$ cat config.mk
export PLATFORM = sky130hd
export DESIGN_NAME = ranked_bracket_checker_unit
export DESIGN_NICKNAME = d
export VERILOG_FILES = /design/src/hw/rtl/rbc_pkg.sv /design/src/hw/rtl/rbc_ram.sv /design/src/hw/rtl/rbc_fifo.sv /design/src/hw/rtl/rbc_front.sv /design/src/hw/rtl/rbc_back.sv /design/src/hw/rtl/ranked_bracket_checker_unit.sv
export SDC_FILE = /design/constraint.sdc
export NUM_CORES = 1
export LEC_CHECK = 0
export BUFFER_PORTS_ARGS = -buffer_cell sky130_fd_sc_hd__buf_2
export CORE_MARGIN = 5
export CORE_UTILIZATION = 50
export CTS_BUF_LIST = sky130_fd_sc_hd__clkbuf_8 sky130_fd_sc_hd__clkbuf_16
export DETAILED_ROUTE_END_ITERATION = 7
export PLACE_DENSITY = 0.66
export SYNTH_ARGS = -nofsm -noshare
export SYNTH_HDL_FRONTEND = slang
export SYNTH_SLANG_ARGS = --single-unit
$ cat constraint.sdc
create_clock -name clk -period 7.3 [get_ports clk]
set_input_delay 1.46 -clock clk [delete_from_list [all_inputs] [get_ports clk]]
set_output_delay 1.46 -clock clk [all_outputs]
set_load 0.03 [all_outputs]
$ cat src/hw/rtl/rbc_pkg.sv
`timescale 1ns / 1ps
// ============================================================================
// rbc_pkg
// Shared types, codes and the character classifier for the ranked bracket
// checker.
// ============================================================================
package rbc_pkg;

    // Default sizes
    localparam int STACK_DEPTH_DEF = 128;
    localparam int QUEUE_DEPTH_DEF = 2;

    // Bracket characters
    localparam logic [7:0] CH_LPAREN = 8'h28;
    localparam logic [7:0] CH_RPAREN = 8'h29;
    localparam logic [7:0] CH_LBRACK = 8'h5B;
    localparam logic [7:0] CH_RBRACK = 8'h5D;
    localparam logic [7:0] CH_LBRACE = 8'h7B;
    localparam logic [7:0] CH_RBRACE = 8'h7D;

    // Bracket kinds, ranked low to high
    localparam logic [1:0] KIND_PAREN = 2'd0;
    localparam logic [1:0] KIND_BRACK = 2'd1;
    localparam logic [1:0] KIND_BRACE = 2'd2;

    // Result status codes
    localparam logic [1:0] STATUS_PROGRESS = 2'd0;
    localparam logic [1:0] STATUS_BALANCED = 2'd1;
    localparam logic [1:0] STATUS_INVALID  = 2'd2;

    // Operation that a character asks of the stack
    typedef enum logic [1:0] {
        OP_NONE  = 2'd0,
        OP_OPEN  = 2'd1,
        OP_CLOSE = 2'd2
    } op_t;

    // Classified word passed from front to back
    typedef struct packed {
        op_t        op;
        logic [1:0] kind;
        logic       last;
    } item_t;

    // Result word
    typedef struct packed {
        logic [1:0] status;
        logic [7:0] open_count;
    } result_t;

    // Decode one raw byte into a stack operation
    function automatic item_t classify(input logic [7:0] c, input logic last);
        item_t it;
        it.last = last;
        it.kind = KIND_PAREN;
        it.op   = OP_NONE;
        unique case (c)
            CH_LPAREN: begin it.op = OP_OPEN;  it.kind = KIND_PAREN; end
            CH_LBRACK: begin it.op = OP_OPEN;  it.kind = KIND_BRACK; end
            CH_LBRACE: begin it.op = OP_OPEN;  it.kind = KIND_BRACE; end
            CH_RPAREN: begin it.op = OP_CLOSE; it.kind = KIND_PAREN; end
            CH_RBRACK: begin it.op = OP_CLOSE; it.kind = KIND_BRACK; end
            CH_RBRACE: begin it.op = OP_CLOSE; it.kind = KIND_BRACE; end
            default:   begin it.op = OP_NONE;  it.kind = KIND_PAREN; end
        endcase
        return it;
    endfunction

endpackage

$ cat src/hw/rtl/rbc_ram.sv
`timescale 1ns / 1ps
// ============================================================================
// rbc_ram
// Generic single-write, single-read RAM with registered read data.
// ============================================================================
module rbc_ram #(
    parameter int WIDTH = 2,
    parameter int DEPTH = 128
) (
    input  logic                     clk,
    input  logic                     we,
    input  logic [$clog2(DEPTH)-1:0] waddr,
    input  logic [WIDTH-1:0]         wdata,
    input  logic [$clog2(DEPTH)-1:0] raddr,
    output logic [WIDTH-1:0]         rdata
);

    logic [WIDTH-1:0] mem_reg [DEPTH];
    logic [WIDTH-1:0] rdata_reg;

    // Write port
    always_ff @(posedge clk)
    begin
        if (we)
        begin
            mem_reg[waddr] <= wdata;
        end
    end

    // Registered read port
    always_ff @(posedge clk)
    begin
        rdata_reg <= mem_reg[raddr];
    end

    assign rdata = rdata_reg;

endmodule

$ cat src/hw/rtl/rbc_fifo.sv
`timescale 1ns / 1ps
// ============================================================================
// rbc_fifo
// Small register queue of fixed-width words with full and empty flags.
// ============================================================================
module rbc_fifo #(
    parameter int WIDTH = 8,
    parameter int DEPTH = 2
) (
    input  logic             clk,
    input  logic             rst_n,
    input  logic             push,
    input  logic [WIDTH-1:0] wdata,
    output logic             full,
    input  logic             pop,
    output logic [WIDTH-1:0] rdata,
    output logic             empty
);

    localparam int PW = (DEPTH > 1) ? $clog2(DEPTH) : 1;
    localparam int CW = $clog2(DEPTH + 1);

    logic [WIDTH-1:0] mem_reg [DEPTH];
    logic [PW-1:0]    wr_ptr_reg, wr_ptr_next;
    logic [PW-1:0]    rd_ptr_reg, rd_ptr_next;
    logic [CW-1:0]    count_reg, count_next;
    logic             do_push, do_pop;

    assign full    = (count_reg == CW'(DEPTH));
    assign empty   = (count_reg == '0);
    assign do_push = push && !full;
    assign do_pop  = pop && !empty;
    assign rdata   = mem_reg[rd_ptr_reg];

    // Pointer and count update
    always_comb
    begin
        wr_ptr_next = wr_ptr_reg;
        rd_ptr_next = rd_ptr_reg;
        count_next  = count_reg;
        if (do_push)
        begin
            wr_ptr_next = (wr_ptr_reg == PW'(DEPTH - 1)) ? '0 : wr_ptr_reg + 1'b1;
        end
        if (do_pop)
        begin
            rd_ptr_next = (rd_ptr_reg == PW'(DEPTH - 1)) ? '0 : rd_ptr_reg + 1'b1;
        end
        if (do_push && !do_pop)
        begin
            count_next = count_reg + 1'b1;
        end
        else if (do_pop && !do_push)
        begin
            count_next = count_reg - 1'b1;
        end
    end

    always_ff @(posedge clk or negedge rst_n)
    begin
        if (!rst_n)
        begin
            wr_ptr_reg <= '0;
            rd_ptr_reg <= '0;
            count_reg  <= '0;
        end
        else
        begin
            wr_ptr_reg <= wr_ptr_next;
            rd_ptr_reg <= rd_ptr_next;
            count_reg  <= count_next;
        end
    end

    // Storage
    always_ff @(posedge clk)
    begin
        if (do_push)
        begin
            mem_reg[wr_ptr_reg] <= wdata;
        end
    end

endmodule

$ cat src/hw/rtl/rbc_front.sv
`timescale 1ns / 1ps
// ============================================================================
// rbc_front
// Accepts raw characters, classifies them into stack operations and queues
// the classified words for the stack engine.
// ============================================================================
module rbc_front #(
    parameter int QUEUE_DEPTH = 2
) (
    input  logic           clk,
    input  logic           rst_n,
    input  logic           push,
    input  logic [7:0]     ch,
    input  logic           last_char,
    output logic           full,
    input  logic           item_pop,
    output rbc_pkg::item_t item,
    output logic           item_empty
);

    import rbc_pkg::*;

    item_t            cls;
    logic [$bits(item_t)-1:0] q_rdata;

    // Decode the byte on the way in
    assign cls = classify(ch, last_char);

    rbc_fifo #(
        .WIDTH ($bits(item_t)),
        .DEPTH (QUEUE_DEPTH)
    ) u_queue (
        .clk   (clk),
        .rst_n (rst_n),
        .push  (push),
        .wdata (cls),
        .full  (full),
        .pop   (item_pop),
        .rdata (q_rdata),
        .empty (item_empty)
    );

    assign item = item_t'(q_rdata);

endmodule

$ cat src/hw/rtl/rbc_back.sv
`timescale 1ns / 1ps
// ============================================================================
// rbc_back
// Stack engine: one classified word per cycle unless the result queue is full.
// The top kind is registered; the entry below it is prefetched from stack RAM.
// ============================================================================
module rbc_back #(
    parameter int STACK_DEPTH = 128
) (
    input  logic             clk,
    input  logic             rst_n,
    input  rbc_pkg::item_t   item,
    input  logic             item_empty,
    output logic             item_pop,
    output rbc_pkg::result_t result,
    output logic             result_push,
    input  logic             result_full
);

    import rbc_pkg::*;

    localparam int AW = $clog2(STACK_DEPTH);
    localparam int HW = $clog2(STACK_DEPTH + 1);
    localparam int CW = (HW > 8) ? HW : 8;

    logic [HW-1:0] height_reg, height_next, height_new, height_eff, rd_height;
    logic          err_reg, err_next, err_new;
    logic [1:0]    top_reg, top_next;
    logic [1:0]    below;
    logic          fire, do_push, do_pop;
    logic [CW-1:0] height_ext;

    assign fire        = !item_empty && !result_full;
    assign item_pop    = fire;
    assign result_push = fire;

    // Stack decision for the word at the head of the queue
    always_comb
    begin
        do_push = 1'b0;
        do_pop  = 1'b0;
        err_new = err_reg;
        if (!err_reg)
        begin
            unique case (item.op)
                OP_OPEN:
                begin
                    if (height_reg >= HW'(STACK_DEPTH))
                    begin
                        err_new = 1'b1;
                    end
                    else if (height_reg == '0 || top_reg >= item.kind)
                    begin
                        do_push = 1'b1;
                    end
                    else
                    begin
                        err_new = 1'b1;
                    end
                end
                OP_CLOSE:
                begin
                    if (height_reg != '0 && top_reg == item.kind)
                    begin
                        do_pop = 1'b1;
                    end
                    else
                    begin
                        err_new = 1'b1;
                    end
                end
                default:
                begin
                    err_new = err_reg;
                end
            endcase
        end
    end

    assign height_new = do_push ? height_reg + 1'b1 :
                        do_pop  ? height_reg - 1'b1 : height_reg;

    // Result word, count saturates at 255
    assign height_ext = CW'(height_new);
    always_comb
    begin
        result.open_count = (height_ext > CW'(255)) ? 8'hFF : height_ext[7:0];
        if (item.last)
        begin
            result.status = (err_new || height_new != '0) ? STATUS_INVALID
                                                          : STATUS_BALANCED;
        end
        else
        begin
            result.status = err_new ? STATUS_INVALID : STATUS_PROGRESS;
        end
    end

    // Next state; end of string clears height and error
    always_comb
    begin
        height_next = height_reg;
        err_next    = err_reg;
        top_next    = top_reg;
        if (fire)
        begin
            height_next = item.last ? '0 : height_new;
            err_next    = item.last ? 1'b0 : err_new;
            if (do_push)
            begin
                top_next = item.kind;
            end
            else if (do_pop)
            begin
                top_next = below;
            end
        end
    end

    always_ff @(posedge clk or negedge rst_n)
    begin
        if (!rst_n)
        begin
            height_reg <= '0;
            err_reg    <= 1'b0;
        end
        else
        begin
            height_reg <= height_next;
            err_reg    <= err_next;
        end
    end

    always_ff @(posedge clk)
    begin
        top_reg <= top_next;
    end

    // Prefetch the entry under the next top; it meets the write only at end of string
    assign height_eff = height_next;
    assign rd_height  = height_eff - HW'(2);

    rbc_ram #(
        .WIDTH (2),
        .DEPTH (STACK_DEPTH)
    ) u_stack (
        .clk   (clk),
        .we    (fire && do_push),
        .waddr (height_reg[AW-1:0]),
        .wdata (item.kind),
        .raddr (rd_height[AW-1:0]),
        .rdata (below)
    );

    // Checks
    a_height_bound: assert property (@(posedge clk) disable iff (!rst_n)
        height_reg <= HW'(STACK_DEPTH))
        else $error("stack height above depth");

    a_no_push_full: assert property (@(posedge clk) disable iff (!rst_n)
        (fire && do_push) |-> (height_reg < HW'(STACK_DEPTH)))
        else $error("push into full stack");

    a_end_clears: assert property (@(posedge clk) disable iff (!rst_n)
        (fire && item.last) |=> (height_reg == '0 && !err_reg))
        else $error("state not cleared after last character");

    a_err_sticky: assert property (@(posedge clk) disable iff (!rst_n)
        (err_reg && !(fire && item.last)) |=> err_reg)
        else $error("error flag dropped inside a string");

    a_err_freezes: assert property (@(posedge clk) disable iff (!rst_n)
        (err_reg && fire && !item.last) |=> $stable(height_reg))
        else $error("stack moved after an error");

endmodule

$ cat src/hw/rtl/ranked_bracket_checker_unit.sv
`timescale 1ns / 1ps
// ============================================================================
// ranked_bracket_checker_unit
// Ranked bracket checker: classifies characters, tracks open kinds on a
// stack and reports progress, balance or an invalid string per character.
// ============================================================================
// Path: an accepted word is written into the classified queue, then moves
//   through the stack engine into the result queue and shows on the result
//   ports (empty low).
// Throughput: one word per cycle while the result queue has room; the top
//   kind is registered and the entry below it is prefetched from stack RAM.
// Reset: height, error flag and both queues clear; stack RAM is not cleared.
module ranked_bracket_checker_unit #(
    parameter int STACK_DEPTH = rbc_pkg::STACK_DEPTH_DEF,
    parameter int QUEUE_DEPTH = rbc_pkg::QUEUE_DEPTH_DEF
) (
    input  logic       clk,
    input  logic       rst_n,
    input  logic       push,
    output logic       full,
    input  logic [7:0] ch,
    input  logic       last_char,
    output logic       empty,
    input  logic       pop,
    output logic [1:0] status,
    output logic [7:0] open_count
);

    import rbc_pkg::*;

    item_t   item;
    logic    item_empty, item_pop;
    result_t result;
    logic    result_push, result_full;
    logic [$bits(result_t)-1:0] out_rdata;
    result_t out_word;

    // Front: accept and classify
    rbc_front #(
        .QUEUE_DEPTH (QUEUE_DEPTH)
    ) u_front (
        .clk        (clk),
        .rst_n      (rst_n),
        .push       (push),
        .ch         (ch),
        .last_char  (last_char),
        .full       (full),
        .item_pop   (item_pop),
        .item       (item),
        .item_empty (item_empty)
    );

    // Back: stack engine
    rbc_back #(
        .STACK_DEPTH (STACK_DEPTH)
    ) u_back (
        .clk         (clk),
        .rst_n       (rst_n),
        .item        (item),
        .item_empty  (item_empty),
        .item_pop    (item_pop),
        .result      (result),
        .result_push (result_push),
        .result_full (result_full)
    );

    // Result queue
    rbc_fifo #(
        .WIDTH ($bits(result_t)),
        .DEPTH (QUEUE_DEPTH)
    ) u_out_queue (
        .clk   (clk),
        .rst_n (rst_n),
        .push  (result_push),
        .wdata (result),
        .full  (result_full),
        .pop   (pop),
        .rdata (out_rdata),
        .empty (empty)
    );

    assign out_word   = result_t'(out_rdata);
    assign status     = out_word.status;
    assign open_count = out_word.open_count;

endmodule

==> out/results.ini <==
[place]
dp_cells = 1400
port_buffers = 24
gp_congestion = 0.8628
dp.final_hpwl_um = 21080

[synth]
ys.warnings.count = 0
ys_seq_elements = 307
syn-num-nets = 1068
async_flop_share_pct = 5.537
synth_edf_count = 288
synthCells = 1046
syn_area_per_cell_um2 = 13.49
synth_top_flop_cell = edfxtp_1
synth_cell_types = 84
synth_seq_area_share_pct = 64.59
synth_area_um2 = 14110

[timing]
final.period_utilization_pct = 72.20
drv_slew = 0
fmax_mhz = 189.7
slew_headroom_pct = 19.45
tightest_slew_ps = 1208
finalSetupTns_ps = 0
hold_viol_final = 0
period_needed_ps = 5271
holdWs_ps = 500.5
rsz0062_at_grt = false
setup_viol = 0
final.setup_skew_ps = 15.20

[clocking]
clock_sinks = 307
clk_pin_slew_ps = 60
cts-buffers-inserted = 34
cts_resized = 0
worstSkewPairLatency_ps = 520
post_cts_buffers = 0
cts_hold_buf = 0
cts_tree = yes
cts.root.buffer_cell = clkbuf_16
cts_buffer_depth = 3
cts_max_level = 2

[layout]
drive_gt1_share_pct = 14.40
final_cells = 1461
area_growth_pct = 9.381
largest_reg_flops = 256
layout.nets = 1080
diodes = 0
fillCellCount = 2248

[critical_path]
endpoint_kind = flop
worstRegToRegCells = 13
r2r_end = u_back.u_stack.rdata[0]
worstPathArrival_ps = 5660
r2r_setup_slack_ps = 2030
path_class = flop to flop
worstReg2RegStart = u_front.u_queue.rd_ptr_reg
cp_data_required_time_ps = 7690
start_kind = flop
crit_fanout = 44

[floorplan]
placement_rows = 61
die_width_um = 178.0
dieArea_um2 = 31680
initial_core_util_pct = 50.65
num_io_pins = 25
core_area_um2 = 27860
die_h_um = 178.0

[global_route]
grt_pass1_vias = 8910
grt_max_degree = 88
grt_pass1_wl_um = 52700
grt_use_total_pct = 21.78
antenna_found_initial = 0
grt.overflow.total = 0

[route]
dr.pass1.iters = 6
drc = 0
avgViaCountPerCell = 6.214
wl_per_cell_um = 23.27
drtIter0Drc = 947
ant_nets = 0
vias = 9078
totalWireLength_um = 34000

[hold_path]
hold_depth = 1
whs_endpoint = u_front.u_queue.wr_ptr_reg
hold_class = flop to flop
holdCritStartpoint = u_front.u_queue.wr_ptr_reg

[power]
finalPower_w = 0.007266
ir_worst_vdd_mv = 0.2234
p_leak_nw = 5.055
power_density_nw_per_um2 = 470.7

[flow_run]
maxCapViolations = 0

[status]
status = finished clean

==> worst max-delay path by stage <==
stage | from | end | slack [ps] | depth (start not counted)
floorplan | u_front.u_queue.rd_ptr_reg | u_back.u_stack.rdata[0] | 1650 | 19
global placement | u_front.u_queue.rd_ptr_reg | u_back.u_stack.rdata[0] | 2120 | 13
detailed placement | u_front.u_queue.rd_ptr_reg | u_back.u_stack.rdata[0] | 2030 | 13
CTS | u_front.u_queue.rd_ptr_reg | u_back.u_stack.rdata[0] | 2050 | 13
global route | u_front.u_queue.rd_ptr_reg | u_back.u_stack.rdata[0] | 1700 | 15
finish | u_front.u_queue.rd_ptr_reg | u_back.u_stack.rdata[0] | 2030 | 13
==> placed cells by master, fill, tap and decap left out, drive strengths merged, types with 23 or more instances in the layout <==
| cell | n |
|---|---|
| nor3 | 42 |
| nor2 | 171 |
| nand3 | 23 |
| mux2i | 38 |
| inv | 30 |
| a21oi | 36 |
| mux4 | 29 |
| buf | 43 |
| edfxtp | 288 |
| clkbuf | 34 |
| o21ai | 35 |
| nand2 | 77 |
==> logic make-up (layout without fill, tap and decap cells) <==
family / after synthesis / after routing / share of synthesized area, %
simple gates: 371 / 371 / 12.09
flops: 307 / 307 / 64.59
compound gates: 173 / 173 / 8.858
buf+inv: 84 / 121 / 3.733
mux: 80 / 80 / 8.441
xor+xnor: 22 / 22 / 1.499
fa+ha+maj: 9 / 9 / 0.7980
==> metrics by stage <==
step / setup WS [ps] / area [um2] / util, %
CTS: 2051 / 15430 / 55.41
global placement: 2118 / 14410 / 51.71
global route: 1702 / 15430 / 55.41
detailed placement: 2035 / 14410 / 51.71
finish: 2029 / 15430 / 55.41
floorplan: 1647 / 14110 / -
==> metal layers <==
| layer | vias up | global-route usage [%] | part of all wire (%) |
|---|---|---|---|
| li1 | 4038 | - | - |
| met1 | 4536 | 30.12 | 41 |
| met2 | 415 | 35.19 | 48 |
| met3 | 89 | 3.773 | 7.7 |
| met4 | 0 | 7.541 | 3.3 |
| met5 | - | 0 | 0 |
==> worst max-delay path, stage by stage (launching register included) <==
cell      delay, ps
dfrtp_1         530
mux2_4          520
ha_1            380
nand2b_1        190
a221oi_2        520
a21o_4          390
nor3_2          150
a21oi_4         680
buf_12          270
mux4_2          510
a22oi_1         200
nand3_1          90
o311ai_0        520
o32ai_1         160
==> power breakdown <==
group          internal (W)  switching [W]  leakage (nW)  total (W)
Sequential          0.00230      0.0000958          2.85    0.00240
Clock              0.000918       0.000676         0.541    0.00159
Combinational       0.00113        0.00214          1.66    0.00327
==> synth_stat cells (all sizes together) (19+ instances only) <==
| library cell | instances | area share, % |
|---|---|---|
| edfxtp | 288 | 61 |
| nor2 | 171 | 4.6 |
| nand2 | 77 | 2.2 |
| buf | 44 | 2.6 |
| nor3 | 42 | 1.6 |
| mux2i | 38 | 2.7 |
| a21oi | 36 | 1.4 |
| o21ai | 35 | 1.3 |
| mux4 | 29 | 4.7 |
| nand3 | 23 | 0.82 |
| clkbuf | 21 | 0.57 |
| o22ai | 19 | 0.84 |
==> area by class of cell <==
type / count / area, um2 / share of cell area [%]
clock buffers: 34 / 850.8 / 5.512
flip-flops and latches: 307 / 9114 / 59.05
repair buffers: 43 / 275.3 / 1.783
well taps: 378 / 473.0 / 3.064
multi-input cells: 655 / 4478 / 29.01
clock inverters: 27 / 177.7 / 1.151
inverters: 17 / 66.31 / 0.4296
Power figures use the tool's default switching activity.
